[src/upd_pkg.sv]
// ----------------------------------------------------------------------------
// upd_pkg
// Shared types, character codes and hex helpers for the URL percent decoder.
// ----------------------------------------------------------------------------
package upd_pkg;

   localparam logic [7:0] CH_PERCENT = 8'h25;
   localparam logic [7:0] CH_PLUS    = 8'h2B;
   localparam logic [7:0] CH_SPACE   = 8'h20;

   // Default depth of the queue between classifier and emitter.
   localparam int QUEUE_DEPTH = 4;

   // Number of output bytes one input byte can produce.
   localparam int MAX_OUT = 3;

   // One classified input byte: up to three bytes to emit, in slot order.
   typedef struct packed {
      logic [MAX_OUT-1:0][7:0] data;
      logic [1:0]              count;
      logic                    last;
   } entry_type;

   typedef struct packed {
      logic      valid;
      entry_type entry;
   } slot_type;

   function automatic logic is_hex(input logic [7:0] c);
      is_hex = (c inside {[8'h30:8'h39], [8'h41:8'h46], [8'h61:8'h66]});
   endfunction

   function automatic logic [3:0] hex_value(input logic [7:0] c);
      logic [7:0] v;
      if (c >= 8'h61) begin
         v = c - 8'h61 + 8'd10;
      end else if (c >= 8'h41) begin
         v = c - 8'h41 + 8'd10;
      end else begin
         v = c - 8'h30;
      end
      hex_value = v[3:0];
   endfunction

endpackage

[src/upd_if.sv]
// ----------------------------------------------------------------------------
// upd_req_if / upd_rsp_if
// Valid/ready channels for encoded input bytes and decoded output bytes.
// ----------------------------------------------------------------------------
interface upd_req_if;
   logic       valid;
   logic       ready;
   logic [7:0] in_byte;
   logic       in_last;

   modport source (output valid, output in_byte, output in_last, input ready);
   modport sink   (input valid, input in_byte, input in_last, output ready);
endinterface

interface upd_rsp_if;
   logic       valid;
   logic       ready;
   logic [7:0] out_byte;
   logic       out_last;

   modport source (output valid, output out_byte, output out_last, input ready);
   modport sink   (input valid, input out_byte, input out_last, output ready);
endinterface

[src/url_percent_decoder.sv]
// ----------------------------------------------------------------------------
// url_percent_decoder
// Streaming URL percent decoder: "%hh" becomes one byte, '+' becomes space.
// ----------------------------------------------------------------------------
//
//   channel    direction  payload              per transfer
//   req_chan   in         in_byte, in_last     one encoded byte
//   rsp_chan   out        out_byte, out_last   one decoded byte
//
// Takes one encoded byte per cycle, bounded by the single output byte port;
// an invalid escape emits up to three bytes for one input and slows the
// input only once the queue fills.
// A result is registered in the queue and then in the emitter before output.
// Synchronous reset drops any held escape and empties the queue.
// Either side may stall freely; the queue decouples them.
// ----------------------------------------------------------------------------
module url_percent_decoder #(
   // Queue entries between classifier and emitter, 1 or more.
   parameter int QueueDepth = upd_pkg::QUEUE_DEPTH
) (
   input  logic       clock,
   input  logic       reset,
   upd_req_if.sink    req_chan,
   upd_rsp_if.source  rsp_chan
);

   // Classified entry headed for the queue.
   upd_pkg::slot_type push;
   // Oldest queued entry, offered to the emitter.
   upd_pkg::slot_type head;
   logic              queue_room;
   logic              pop;

   // Track the escape state and pack each byte's results into one entry.
   upd_front u_front (
      .clock      (clock),
      .reset      (reset),
      .req_chan   (req_chan),
      .queue_room (queue_room),
      .push       (push)
   );

   // Hold entries so a stalled output blocks the input only once the queue fills.
   upd_queue #(
      .Depth (QueueDepth)
   ) u_queue (
      .clock (clock),
      .reset (reset),
      .push  (push),
      .room  (queue_room),
      .head  (head),
      .pop   (pop)
   );

   // Advance through each entry one output transfer at a time.
   upd_back u_back (
      .clock    (clock),
      .reset    (reset),
      .head     (head),
      .pop      (pop),
      .rsp_chan (rsp_chan)
   );

endmodule

[src/upd_front.sv]
// ----------------------------------------------------------------------------
// upd_front
// Escape tracker: takes encoded bytes and turns them into queue entries.
// ----------------------------------------------------------------------------
module upd_front (
   input  logic               clock,
   input  logic               reset,
   upd_req_if.sink            req_chan,
   input  logic               queue_room,
   output upd_pkg::slot_type  push
);

   localparam logic [1:0] PH_IDLE  = 2'd0;
   localparam logic [1:0] PH_PCT   = 2'd1;
   localparam logic [1:0] PH_DIGIT = 2'd2;

   logic [1:0]         phase_ff, phase_in;
   logic [7:0]         held_ff, held_in;
   logic               accept;
   logic               fresh_emit;
   logic [7:0]         fresh_byte;
   logic [7:0]         b;
   upd_pkg::entry_type entry;

   assign b          = req_chan.in_byte;
   assign accept     = req_chan.valid && queue_room;
   assign fresh_emit = !(b == upd_pkg::CH_PERCENT && !req_chan.in_last);
   assign fresh_byte = (b == upd_pkg::CH_PLUS) ? upd_pkg::CH_SPACE : b;

   always_comb begin
      entry       = '0;
      entry.last  = req_chan.in_last;
      phase_in    = phase_ff;
      held_in     = held_ff;
      case (phase_ff)
         PH_PCT: begin
            if (upd_pkg::is_hex(b)) begin
               if (req_chan.in_last) begin
                  entry.data[0] = upd_pkg::CH_PERCENT;
                  entry.data[1] = b;
                  entry.count   = 2'd2;
                  phase_in      = PH_IDLE;
               end else begin
                  held_in  = b;
                  phase_in = PH_DIGIT;
               end
            end else begin
               entry.data[0] = upd_pkg::CH_PERCENT;
               entry.data[1] = fresh_byte;
               entry.count   = fresh_emit ? 2'd2 : 2'd1;
               phase_in      = fresh_emit ? PH_IDLE : PH_PCT;
            end
         end
         PH_DIGIT: begin
            if (upd_pkg::is_hex(b)) begin
               entry.data[0] = {upd_pkg::hex_value(held_ff), upd_pkg::hex_value(b)};
               entry.count   = 2'd1;
               phase_in      = PH_IDLE;
            end else begin
               entry.data[0] = upd_pkg::CH_PERCENT;
               entry.data[1] = held_ff;
               entry.data[2] = fresh_byte;
               entry.count   = fresh_emit ? 2'd3 : 2'd2;
               phase_in      = fresh_emit ? PH_IDLE : PH_PCT;
            end
         end
         default: begin
            entry.data[0] = fresh_byte;
            entry.count   = fresh_emit ? 2'd1 : 2'd0;
            phase_in      = fresh_emit ? PH_IDLE : PH_PCT;
         end
      endcase
   end

   assign req_chan.ready = queue_room;
   assign push.valid     = accept && (entry.count != 2'd0);
   assign push.entry     = entry;

   always_ff @(posedge clock) begin
      if (reset) begin
         phase_ff <= PH_IDLE;
      end else if (accept) begin
         phase_ff <= phase_in;
      end
   end

   always_ff @(posedge clock) begin
      if (accept) begin
         held_ff <= held_in;
      end
   end

`ifndef SYNTHESIS
   // A message end always leaves nothing held.
   a_last_clears: assert property (@(posedge clock) disable iff (reset)
      accept && req_chan.in_last |=> phase_ff == PH_IDLE)
      else $error("held bytes survived message end");
`endif

endmodule

[src/upd_queue.sv]
// ----------------------------------------------------------------------------
// upd_queue
// Small entry queue between the escape tracker and the byte emitter.
// ----------------------------------------------------------------------------
module upd_queue #(
   parameter int Depth = upd_pkg::QUEUE_DEPTH
) (
   input  logic               clock,
   input  logic               reset,
   input  upd_pkg::slot_type  push,
   output logic               room,
   output upd_pkg::slot_type  head,
   input  logic               pop
);

   localparam int PtrW = (Depth > 1) ? $clog2(Depth) : 1;
   localparam int CntW = $clog2(Depth + 1);

   upd_pkg::entry_type mem_ff [Depth];
   logic [PtrW-1:0]    wr_ptr_ff, wr_ptr_in;
   logic [PtrW-1:0]    rd_ptr_ff, rd_ptr_in;
   logic [CntW-1:0]    count_ff, count_in;
   logic               do_push, do_pop;

   assign room       = count_ff != CntW'(Depth);
   assign head.valid = count_ff != '0;
   assign head.entry = mem_ff[rd_ptr_ff];

   assign do_push = push.valid && room;
   assign do_pop  = pop && head.valid;

   assign wr_ptr_in = (wr_ptr_ff == PtrW'(Depth - 1)) ? '0 : wr_ptr_ff + 1'b1;
   assign rd_ptr_in = (rd_ptr_ff == PtrW'(Depth - 1)) ? '0 : rd_ptr_ff + 1'b1;
   assign count_in  = count_ff + CntW'(do_push) - CntW'(do_pop);

   always_ff @(posedge clock) begin
      if (reset) begin
         wr_ptr_ff <= '0;
         rd_ptr_ff <= '0;
         count_ff  <= '0;
      end else begin
         if (do_push) begin
            wr_ptr_ff <= wr_ptr_in;
         end
         if (do_pop) begin
            rd_ptr_ff <= rd_ptr_in;
         end
         count_ff <= count_in;
      end
   end

   always_ff @(posedge clock) begin
      if (do_push) begin
         mem_ff[wr_ptr_ff] <= push.entry;
      end
   end

`ifndef SYNTHESIS
   a_no_overflow: assert property (@(posedge clock) disable iff (reset)
      push.valid |-> room)
      else $error("entry pushed into a full queue");

   a_count_bound: assert property (@(posedge clock) disable iff (reset)
      count_ff <= CntW'(Depth))
      else $error("queue occupancy out of range");
`endif

endmodule

[src/upd_back.sv]
// ----------------------------------------------------------------------------
// upd_back
// Byte emitter: unpacks queued entries into single output byte transfers.
// ----------------------------------------------------------------------------
module upd_back (
   input  logic               clock,
   input  logic               reset,
   input  upd_pkg::slot_type  head,
   output logic               pop,
   upd_rsp_if.source          rsp_chan
);

   upd_pkg::entry_type cur_ff;
   logic               busy_ff, busy_in;
   logic [1:0]         idx_ff, idx_in;
   logic               on_final;
   logic               xfer;

   assign on_final = idx_ff == (cur_ff.count - 2'd1);
   assign xfer     = rsp_chan.valid && rsp_chan.ready;
   assign pop      = head.valid && (!busy_ff || (xfer && on_final));

   always_comb begin
      busy_in = busy_ff;
      idx_in  = idx_ff;
      if (pop) begin
         busy_in = 1'b1;
         idx_in  = 2'd0;
      end else if (xfer) begin
         if (on_final) begin
            busy_in = 1'b0;
         end else begin
            idx_in = idx_ff + 2'd1;
         end
      end
   end

   always_ff @(posedge clock) begin
      if (reset) begin
         busy_ff <= 1'b0;
         idx_ff  <= 2'd0;
      end else begin
         busy_ff <= busy_in;
         idx_ff  <= idx_in;
      end
   end

   always_ff @(posedge clock) begin
      if (pop) begin
         cur_ff <= head.entry;
      end
   end

   assign rsp_chan.valid    = busy_ff;
   assign rsp_chan.out_byte = cur_ff.data[idx_ff];
   assign rsp_chan.out_last = cur_ff.last && on_final;

`ifndef SYNTHESIS
   a_idx_in_range: assert property (@(posedge clock) disable iff (reset)
      busy_ff |-> (cur_ff.count != 2'd0) && (idx_ff < cur_ff.count))
      else $error("emitter slot index beyond entry");

   a_stall_holds: assert property (@(posedge clock) disable iff (reset)
      busy_ff && !rsp_chan.ready |=> busy_ff && $stable(idx_ff))
      else $error("emitter advanced while stalled");
`endif

endmodule
[src/flat_wrapper.sv]
// flat-port wrapper written by rule: the top's interface ports become plain ports
module url_percent_decoder_flat 
#(
                                                              
   parameter int QueueDepth = upd_pkg::QUEUE_DEPTH
)
  (clock, reset, req_chan_valid, req_chan_in_byte, req_chan_in_last, req_chan_ready, rsp_chan_valid, rsp_chan_out_byte, rsp_chan_out_last, rsp_chan_ready);
  upd_req_if req_chan_i ();
  upd_rsp_if rsp_chan_i ();
  input  logic clock;
  input  logic reset;
  input wire logic [$bits(req_chan_i.valid)-1:0] req_chan_valid;
  input wire logic [$bits(req_chan_i.in_byte)-1:0] req_chan_in_byte;
  input wire logic [$bits(req_chan_i.in_last)-1:0] req_chan_in_last;
  output wire logic [$bits(req_chan_i.ready)-1:0] req_chan_ready;
  output wire logic [$bits(rsp_chan_i.valid)-1:0] rsp_chan_valid;
  output wire logic [$bits(rsp_chan_i.out_byte)-1:0] rsp_chan_out_byte;
  output wire logic [$bits(rsp_chan_i.out_last)-1:0] rsp_chan_out_last;
  input wire logic [$bits(rsp_chan_i.ready)-1:0] rsp_chan_ready;
  assign req_chan_i.valid = req_chan_valid;
  assign req_chan_i.in_byte = req_chan_in_byte;
  assign req_chan_i.in_last = req_chan_in_last;
  assign req_chan_ready = req_chan_i.ready;
  assign rsp_chan_valid = rsp_chan_i.valid;
  assign rsp_chan_out_byte = rsp_chan_i.out_byte;
  assign rsp_chan_out_last = rsp_chan_i.out_last;
  assign rsp_chan_i.ready = rsp_chan_ready;
  url_percent_decoder #(.QueueDepth(QueueDepth)) u_core (.clock(clock), .reset(reset), .req_chan(req_chan_i), .rsp_chan(rsp_chan_i));
endmodule
[config.mk]
export PLATFORM = sky130hd
export DESIGN_NAME = url_percent_decoder_flat
export DESIGN_NICKNAME = d
export VERILOG_FILES = /design/src/upd_pkg.sv /design/src/upd_if.sv /design/src/url_percent_decoder.sv /design/src/upd_front.sv /design/src/upd_queue.sv /design/src/upd_back.sv /design/src/flat_wrapper.sv
export SDC_FILE = /design/constraint.sdc
export NUM_CORES = 1
export LEC_CHECK = 0
export ABC_AREA = 1
export BUFFER_PORTS_ARGS = -buffer_cell sky130_fd_sc_hd__clkbuf_2
export CORE_MARGIN = 5
export CORE_UTILIZATION = 56
export CTS_BUF_LIST = sky130_fd_sc_hd__clkbuf_16
export DETAILED_ROUTE_END_ITERATION = 8
export GPL_ROUTABILITY_DRIVEN = 0
export PLACE_DENSITY = 0.86
export SYNTH_ARGS = -nofsm -noshare
export SYNTH_HDL_FRONTEND = slang
export SYNTH_HIERARCHICAL = 1
export SYNTH_SLANG_ARGS = --single-unit
export TNS_END_PERCENT = 5
[constraint.sdc]
create_clock -name clock -period 3.78 [get_ports clock]
set_input_delay 1.134 -clock clock [delete_from_list [all_inputs] [get_ports clock]]
set_output_delay 1.134 -clock clock [all_outputs]
set_load 0.05 [all_outputs]
==> out/metrics.csv, run 1 <==
stage;metric;value;unit
worst_setup_path;critPathMaxFanout;7;
worst_setup_path;crit_type;input port to flop;
global_route;track_usage;0.200;
yosys;syn_area;0.00685;mm^2
floorplan;die_w;121;um
final_layout;nNetsFinal;649;
floorplan;die_h;121;um
worst_setup_path;crit_path_top_delay_cell;fa_1;
worst_setup_path;path_cells;clkbuf_2 > inv_1 > ha_1 > o21ai_0 > a21oi_2 > nand3_2 > nand2_4 > nor2_8 > inv_4 > nand3_2 > nand2_1 > inv_1 > nand2_1 > ha_1 > inv_1 > ha_1 > inv_1 > fa_1 > o21ai_0 > nor2_1;
sta;holdWs;501;ps
global_route;grt_busiest_layer;met2;
worst_hold_path;hp-class;flop to flop;
drt;ant_nets;0;
job;max_cap_violations;0;
yosys;synth.most_common_cell;edfxtp_1;
worst_setup_path;endpoint;u_core/u_queue/count_ff[2];
global_route;met1_usage;0.249;
drt;firstDrtPassIters;7;
sta;period_share;0.946;
cts;tritoncts;done;
worst_setup_path;crit_path_end_kind;flop;
cts;clkSinkCount;157;
sta;finClkSkew;8.40;ps
global_route;grt_start_max_net_pins;55;
global_route;use_met3;0.0514;
cts;clk_pin_slew;60;ps
yosys;synthTopCellsByArea;edfxtp_1, nor2_1, o21ai_0, dfxtp_1, nand2_1;
yosys;async_flop_share;0;
pwr;p_leak;2.93;nW
yosys;yosysUniqueCellTypes;34;
worst_setup_path;r2r_start;u_core/u_front/phase_ff[0];
final_layout;fin_cells;779;
pwr;irDropWorstVdd;0.347;mV
drt;wirelength;14.0;mm
cts;root_buffer;clkbuf_16;
floorplan;core_area;0.0120;mm^2
cts;htree_levels;4;
global_route;grtUsageMet2;0.338;
global_route;grt_overflow;0;
drt;route.detailed.wl_per_inst;18.0;um
floorplan;start_util;0.570;
yosys;synth_top_flop_cell;edfxtp_1;
worst_setup_path;slowest_delay;390;ps
drt;num_vias;4560;
worst_setup_path;r2r_slack;680;ps
yosys;synth_top_area_frac;0.627;
placement;place_area;0.00711;mm^2
yosys;synth_seq_cells;157;
final_layout;diodes;0;
worst_setup_path;cp-start-kind;input port;
cts;holdBufCountCts;0;
placement;port_buffers;23;
floorplan;pin_count;24;
sta;finalSetupViolations;0;
global_route;grt_pass1_vias;4501;
sta;max_slew_margin;0.228;
yosys;syn-mean-instance-area;11.7;um^2
worst_setup_path;r2r-end;u_core/u_queue/count_ff[2];
final_layout;fin_area;0.00767;mm^2
worst_setup_path;crit_family;adder cells;
yosys;yosys.area.top_type;edfxtp_1;
worst_setup_path;worstPathArrival;3880;ps
worst_setup_path;cp.required;4090;ps
sta;rsz0062_at_grt;no;
cts;cts_resized;0;
drt;drc;0;
worst_setup_path;r2r_cells;15;
sta;fin_crit;3580;ps
run_status;status;complete, no violations;
worst_setup_path;crit_buf_inv;6;
placement;dpl.hpwl;8.95;mm
yosys;synth_warnings;6;
floorplan;die_area;0.0145;mm^2
floorplan;rows;40;
final_layout;areaGrowthSynthToFinish;12.0;%
yosys;syn_inst;587;
sta;tightest_slew;1160;ps
drt;viasPerCell;5.85;
global_route;antenna_found_initial;0;
yosys;yosysSeqAreaShare;0.668;
sta;drv_slew;0;
sta;max_clock_freq;280;MHz
yosys;syn_nets;616;
cts;cts_made_buffers;17;
worst_setup_path;critPathMostFrequentCell;inv_1;
worst_setup_path;cp.depth;20;
sta;hold_viol;0;
cts;cts.path.max_buffers;2;
yosys;synthTopCellsByCount;edfxtp_1, nor2_1, o21ai_0, nand2_1, inv_1;
worst_setup_path;cp-startpoint;req_chan_in_byte[0];
yosys;synth_edf_count;143;
final_layout;final_layout_size_suffix_gt1_frac;0.155;
pwr;total_power;5.68;mW
placement;dp_cells;748;
pwr;p_per_area;740;mW/mm^2
cts;postCtsSetupRepairBufs;0;
global_route;grt_pass1_wl;22.1;mm
drt;first_iter_violations;603;
cts;clk_latency;420;ps
==> per-stage QoR <==
step / worst slack (ps) / utilization / setup TNS [ps]
final: 205 / 0.639 / 0
after global routing: 37.4 / 0.639 / 0
after CTS: 277 / 0.639 / 0
after detailed placement: -78.5 / 0.592 / -78.5
after global placement: 63.4 / 0.592 / 0
after floorplan: -190 / - / -20480
==> registers in the layout (all words and copies together) (netlist names), named ones only <==
register and flops:
u_core/u_back/idx_ff 2, u_core/u_front/phase_ff 2, u_core/u_front/held_ff 8, u_core/u_queue/mem_ff 108, u_core/u_back/rsp_chan.valid 1, u_core/u_queue/wr_ptr_ff 2
u_core/u_back/cur_ff 27, u_core/u_queue/count_ff 3, u_core/u_queue/rd_ptr_ff 2
==> kinds of logic (layout without fill, tap and decap cells) <==
family,Yosys count,in the layout,share of synthesized area
fa+ha+maj,16,16,0.0303
xor+xnor,4,4,0.00511
simple gates,201,201,0.132
buf+inv,78,123,0.0610
compound gates,131,131,0.103
flops,157,157,0.668
==> power by group <==
group,internal [mW],switching [mW]
registers,2.38,0.173
clock network,0.955,0.636
logic,0.416,1.11
==> layout by cell type, fill, tap and decap left out, types with 5 or more instances in the layout <==
cell type,n
o21ai_0,60
edfxtp_1,143
clkbuf_16,17
o22ai_1,34
inv_1,50
buf_4,9
nor2_2,6
a21oi_1,9
inv_2,6
clkbuf_2,23
nand3_1,27
nand2_2,9
clkinvlp_4,5
nand2_1,59
nand4_1,5
nor2_1,84
dfxtp_1,14
ha_1,15
o21ai_1,25
==> cell type report <==
| cell class | count | area [um^2] |
|---|---|---|
| Clock buffer | 17 | 425 |
| Clock inverter | 14 | 133 |
| Fill cell | 829 | 4340 |
| Inverter | 56 | 225 |
| Multi-Input combinational cell | 352 | 1870 |
| Sequential cell | 157 | 4570 |
| Tap cell | 147 | 184 |
| Timing Repair Buffer | 36 | 263 |
==> metal layers <==
metal  vias up  part of all wire
met3        35             0.087
met1      2149              0.40
met5         -                 0
li1       2137                 -
met4         0             0.023
met2       239              0.49
==> how the worst min path moves through the flow <==
| stage | depth (start not counted) | endpoint | start |
|---|---|---|---|
| 6_report | 2 | u_core/u_front/phase_ff[1] | u_core/u_front/phase_ff[1] |
| 3_3_place_gp | 2 | u_core/u_front/phase_ff[1] | u_core/u_front/phase_ff[1] |
| 4_1_cts | 2 | u_core/u_front/phase_ff[1] | u_core/u_front/phase_ff[1] |
| 3_5_place_dp | 2 | u_core/u_front/phase_ff[1] | u_core/u_front/phase_ff[1] |
| 2_1_floorplan | 2 | u_core/u_front/phase_ff[1] | u_core/u_front/phase_ff[1] |
| 5_1_grt | 2 | u_core/u_front/phase_ff[1] | u_core/u_front/phase_ff[1] |
==> tightest hold or removal path, stage by stage, from the launching register on <==
cell and delay, ps:
dfxtp_1 320, nand2_1 70, a21oi_1 60
Note: power is estimated with default switching activity, not from simulation.
==> run 2, diff against run 1 <==
--- a/config.mk
+++ b/config.mk
@@ -8,11 +8,11 @@
 export ABC_AREA = 1
 export BUFFER_PORTS_ARGS = -buffer_cell sky130_fd_sc_hd__clkbuf_2
 export CORE_MARGIN = 5
-export CORE_UTILIZATION = 56
+export CORE_UTILIZATION = 44
 export CTS_BUF_LIST = sky130_fd_sc_hd__clkbuf_16
 export DETAILED_ROUTE_END_ITERATION = 8
 export GPL_ROUTABILITY_DRIVEN = 0
-export PLACE_DENSITY = 0.86
+export PLACE_DENSITY = 0.72
 export SYNTH_ARGS = -nofsm -noshare
 export SYNTH_HDL_FRONTEND = slang
 export SYNTH_HIERARCHICAL = 1
==> run 2 against run 1 <==
  * Sequential power down 2%
  * First-iteration DRC count decreased by 47%
  * Clock skew is 0.78 ps higher
==> out/metrics.csv, run 2 (synthesized netlist as in run 1, its figures left out) <==
stage;metric;value;unit;change
sta;max_clock_freq;295;MHz;+5.6%
placement;place_area;0.00720;mm^2;+1.2%
cts;cts_resized;0;;unchanged
global_route;grt_pass1_vias;4448;;-1.2%
job;max_cap_violations;0;;unchanged
final_layout;largestRegisters;u_core/u_queue/mem_ff (108), u_core/u_back/cur_ff (27), u_core/u_front/held_ff (8);;
worst_setup_path;crit_type;input port to flop;;
worst_setup_path;r2r_start;u_core/u_front/phase_ff[0];;
final_layout;diodes;0;;unchanged
sta;hold_viol;0;;unchanged
drt;first_iter_violations;319;;-47%
global_route;grt_pass1_wl;22.1;mm;about the same
floorplan;die_h;135;um;+12%
final_layout;layout_commonest_cell;edfxtp_1;;
worst_setup_path;critPathMaxFanout;5;;-2
worst_setup_path;cp.required;4090;ps;about the same
drt;drc;0;;unchanged
worst_setup_path;cp-startpoint;req_chan_in_byte[0];;
final_layout;n_fill_cell;1328;;+60%
sta;rsz0062_at_grt;no;;
placement;port_buffers;23;;unchanged
drt;wirelength;13.9;mm;-1.3%
sta;finClkSkew;9.17;ps;+0.778 ps
placement;place_ws;-29.0;ps;+49.5 ps
floorplan;rows;45;;+13%
sta;setup_tns;0;ps;unchanged
drt;num_vias;4465;;-2.1%
placement;dpl.hpwl;9.05;mm;+1.1%
global_route;grt_overflow;0;;unchanged
run_status;status;complete, no violations;;
final_layout;areaGrowthSynthToFinish;13.3;%;
sta;drv_slew;0;;unchanged
global_route;antenna_found_initial;0;;unchanged
drt;route.detailed.wl_per_inst;16.4;um;-9.0%
global_route;grt_start_max_net_pins;56;;+1.8%
floorplan;core_area;0.0153;mm^2;+27%
drt;viasPerCell;5.28;;-9.7%
worst_setup_path;slowest_delay;370;ps;-20 ps
worst_setup_path;r2r-end;u_core/u_queue/count_ff[2];;
worst_hold_path;min_path_cells;2;;unchanged
final_layout;regArea;0.00457;mm^2;unchanged
final_layout;final_layout_size_suffix_gt1_frac;0.155;;-0.000489
final_layout;largest_reg_flops;108;;unchanged
cts;htree_levels;4;;unchanged
final_layout;top_register;u_core/u_queue/mem_ff;;
worst_setup_path;critPathMostFrequentCell;inv_1;;
drt;ant_nets;0;;unchanged
pwr;total_power;5.66;mW;-0.26%
worst_hold_path;hp-class;flop to flop;;
cts;holdBufCountCts;0;;unchanged
worst_setup_path;cp-start-kind;input port;;
final_layout;multi_input_area;0.00187;mm^2;unchanged
pwr;p_leak;2.93;nW;+0.13%
cts;cts_made_buffers;17;;unchanged
floorplan;die_area;0.0182;mm^2;+25%
sta;fin_crit;3380;ps;-190 ps
sta;worst_slack;395;ps;+190 ps
cts;cts.path.max_buffers;2;;unchanged
floorplan;die_w;135;um;+12%
cts;tritoncts;done;;
floorplan;pin_count;24;;unchanged
floorplan;start_util;0.449;;-0.121
sta;period_share;0.895;;-0.0504
final_layout;fin_area;0.00776;mm^2;+1.1%
worst_setup_path;worstPathArrival;3690;ps;-190 ps
worst_setup_path;r2r_slack;770;ps;+90 ps
worst_hold_path;hold_end;u_core/u_front/phase_ff[1];;
sta;tightest_slew;680;ps;-476 ps
cts;clk_pin_slew;60;ps;about the same
cts;postCtsSetupRepairBufs;0;;unchanged
worst_setup_path;path_cells;clkbuf_2 > inv_1 > ha_1 > o21ai_0 > a21oi_2 > nand3_2 > nand2_4 > nor2_8 > inv_4 > nand3_2 > nand2_1 > inv_1 > nand2_1 > ha_1 > inv_1 > ha_1 > inv_1 > fa_1 > o21ai_0 > nor2_1;;
worst_setup_path;crit_path_end_kind;flop;;
drt;firstDrtPassIters;4;;-3
sta;max_slew_margin;0.542;;+0.314
pwr;irDropWorstVdd;0.330;mV;-4.8%
cts;clk_latency;420;ps;about the same
sta;holdWs;493;ps;-8.80 ps
worst_setup_path;r2r_cells;15;;unchanged
cts;clkSinkCount;157;;unchanged
cts;root_buffer;clkbuf_16;;
global_route;track_usage;0.159;;-0.0411
final_layout;layout_common_cells;edfxtp_1, nor2_1, o21ai_0;;
sta;finalSetupViolations;0;;unchanged
worst_hold_path;min_from;u_core/u_front/phase_ff[1];;
final_layout;nNetsFinal;650;;+0.15%
pwr;p_per_area;730;mW/mm^2;-1.4%
worst_setup_path;crit_path_top_delay_cell;fa_1;;
run 2: power by group:
part           internal (mW)  switching (mW)
Combinational          0.420            1.16
Clock                  0.953           0.633
Sequential              2.38           0.117
run 2: stage by stage:
stage	std cells	util
global placement	813	0.472
CTS	845	0.508
global route	845	0.508
floorplan	587	-
finish	845	0.508
detailed placement	813	0.472
run 2: final cells by class:
type                            count  area share
Timing Repair Buffer               37      0.0348
Clock inverter                     15      0.0171
Inverter                           56      0.0290
Multi-Input combinational cell    352       0.241
Clock buffer                       17      0.0548
Sequential cell                   157       0.590
Tap cell                          211      0.0340
run 2: metal layers:
layer / up-vias / track usage / wire [um]
met3: 25 / 0.0376 / 835
met5: - / 0 / 0
met2: 145 / 0.265 / 6750
met1: 2154 / 0.199 / 6000
li1: 2141 / - / -
met4: 0 / 0.0679 / 270
run 2: critical path, delay by kind of cell:
kind            cells  cell delay (ps)
fa+ha+maj           4             1010
simple gates        7              570
compound gates      3              510
buf+inv             6              470
run 2: worst max-delay path by stage:
stage                             endpoint  depth (start not counted)
4_1_cts         u_core/u_queue/count_ff[2]                         20
3_3_place_gp    u_core/u_queue/count_ff[2]                         20
2_1_floorplan  u_core/u_queue/mem_ff[2][0]                         13
5_1_grt         u_core/u_queue/count_ff[2]                         20
3_5_place_dp    u_core/u_queue/count_ff[2]                         20
6_report        u_core/u_queue/count_ff[2]                         20
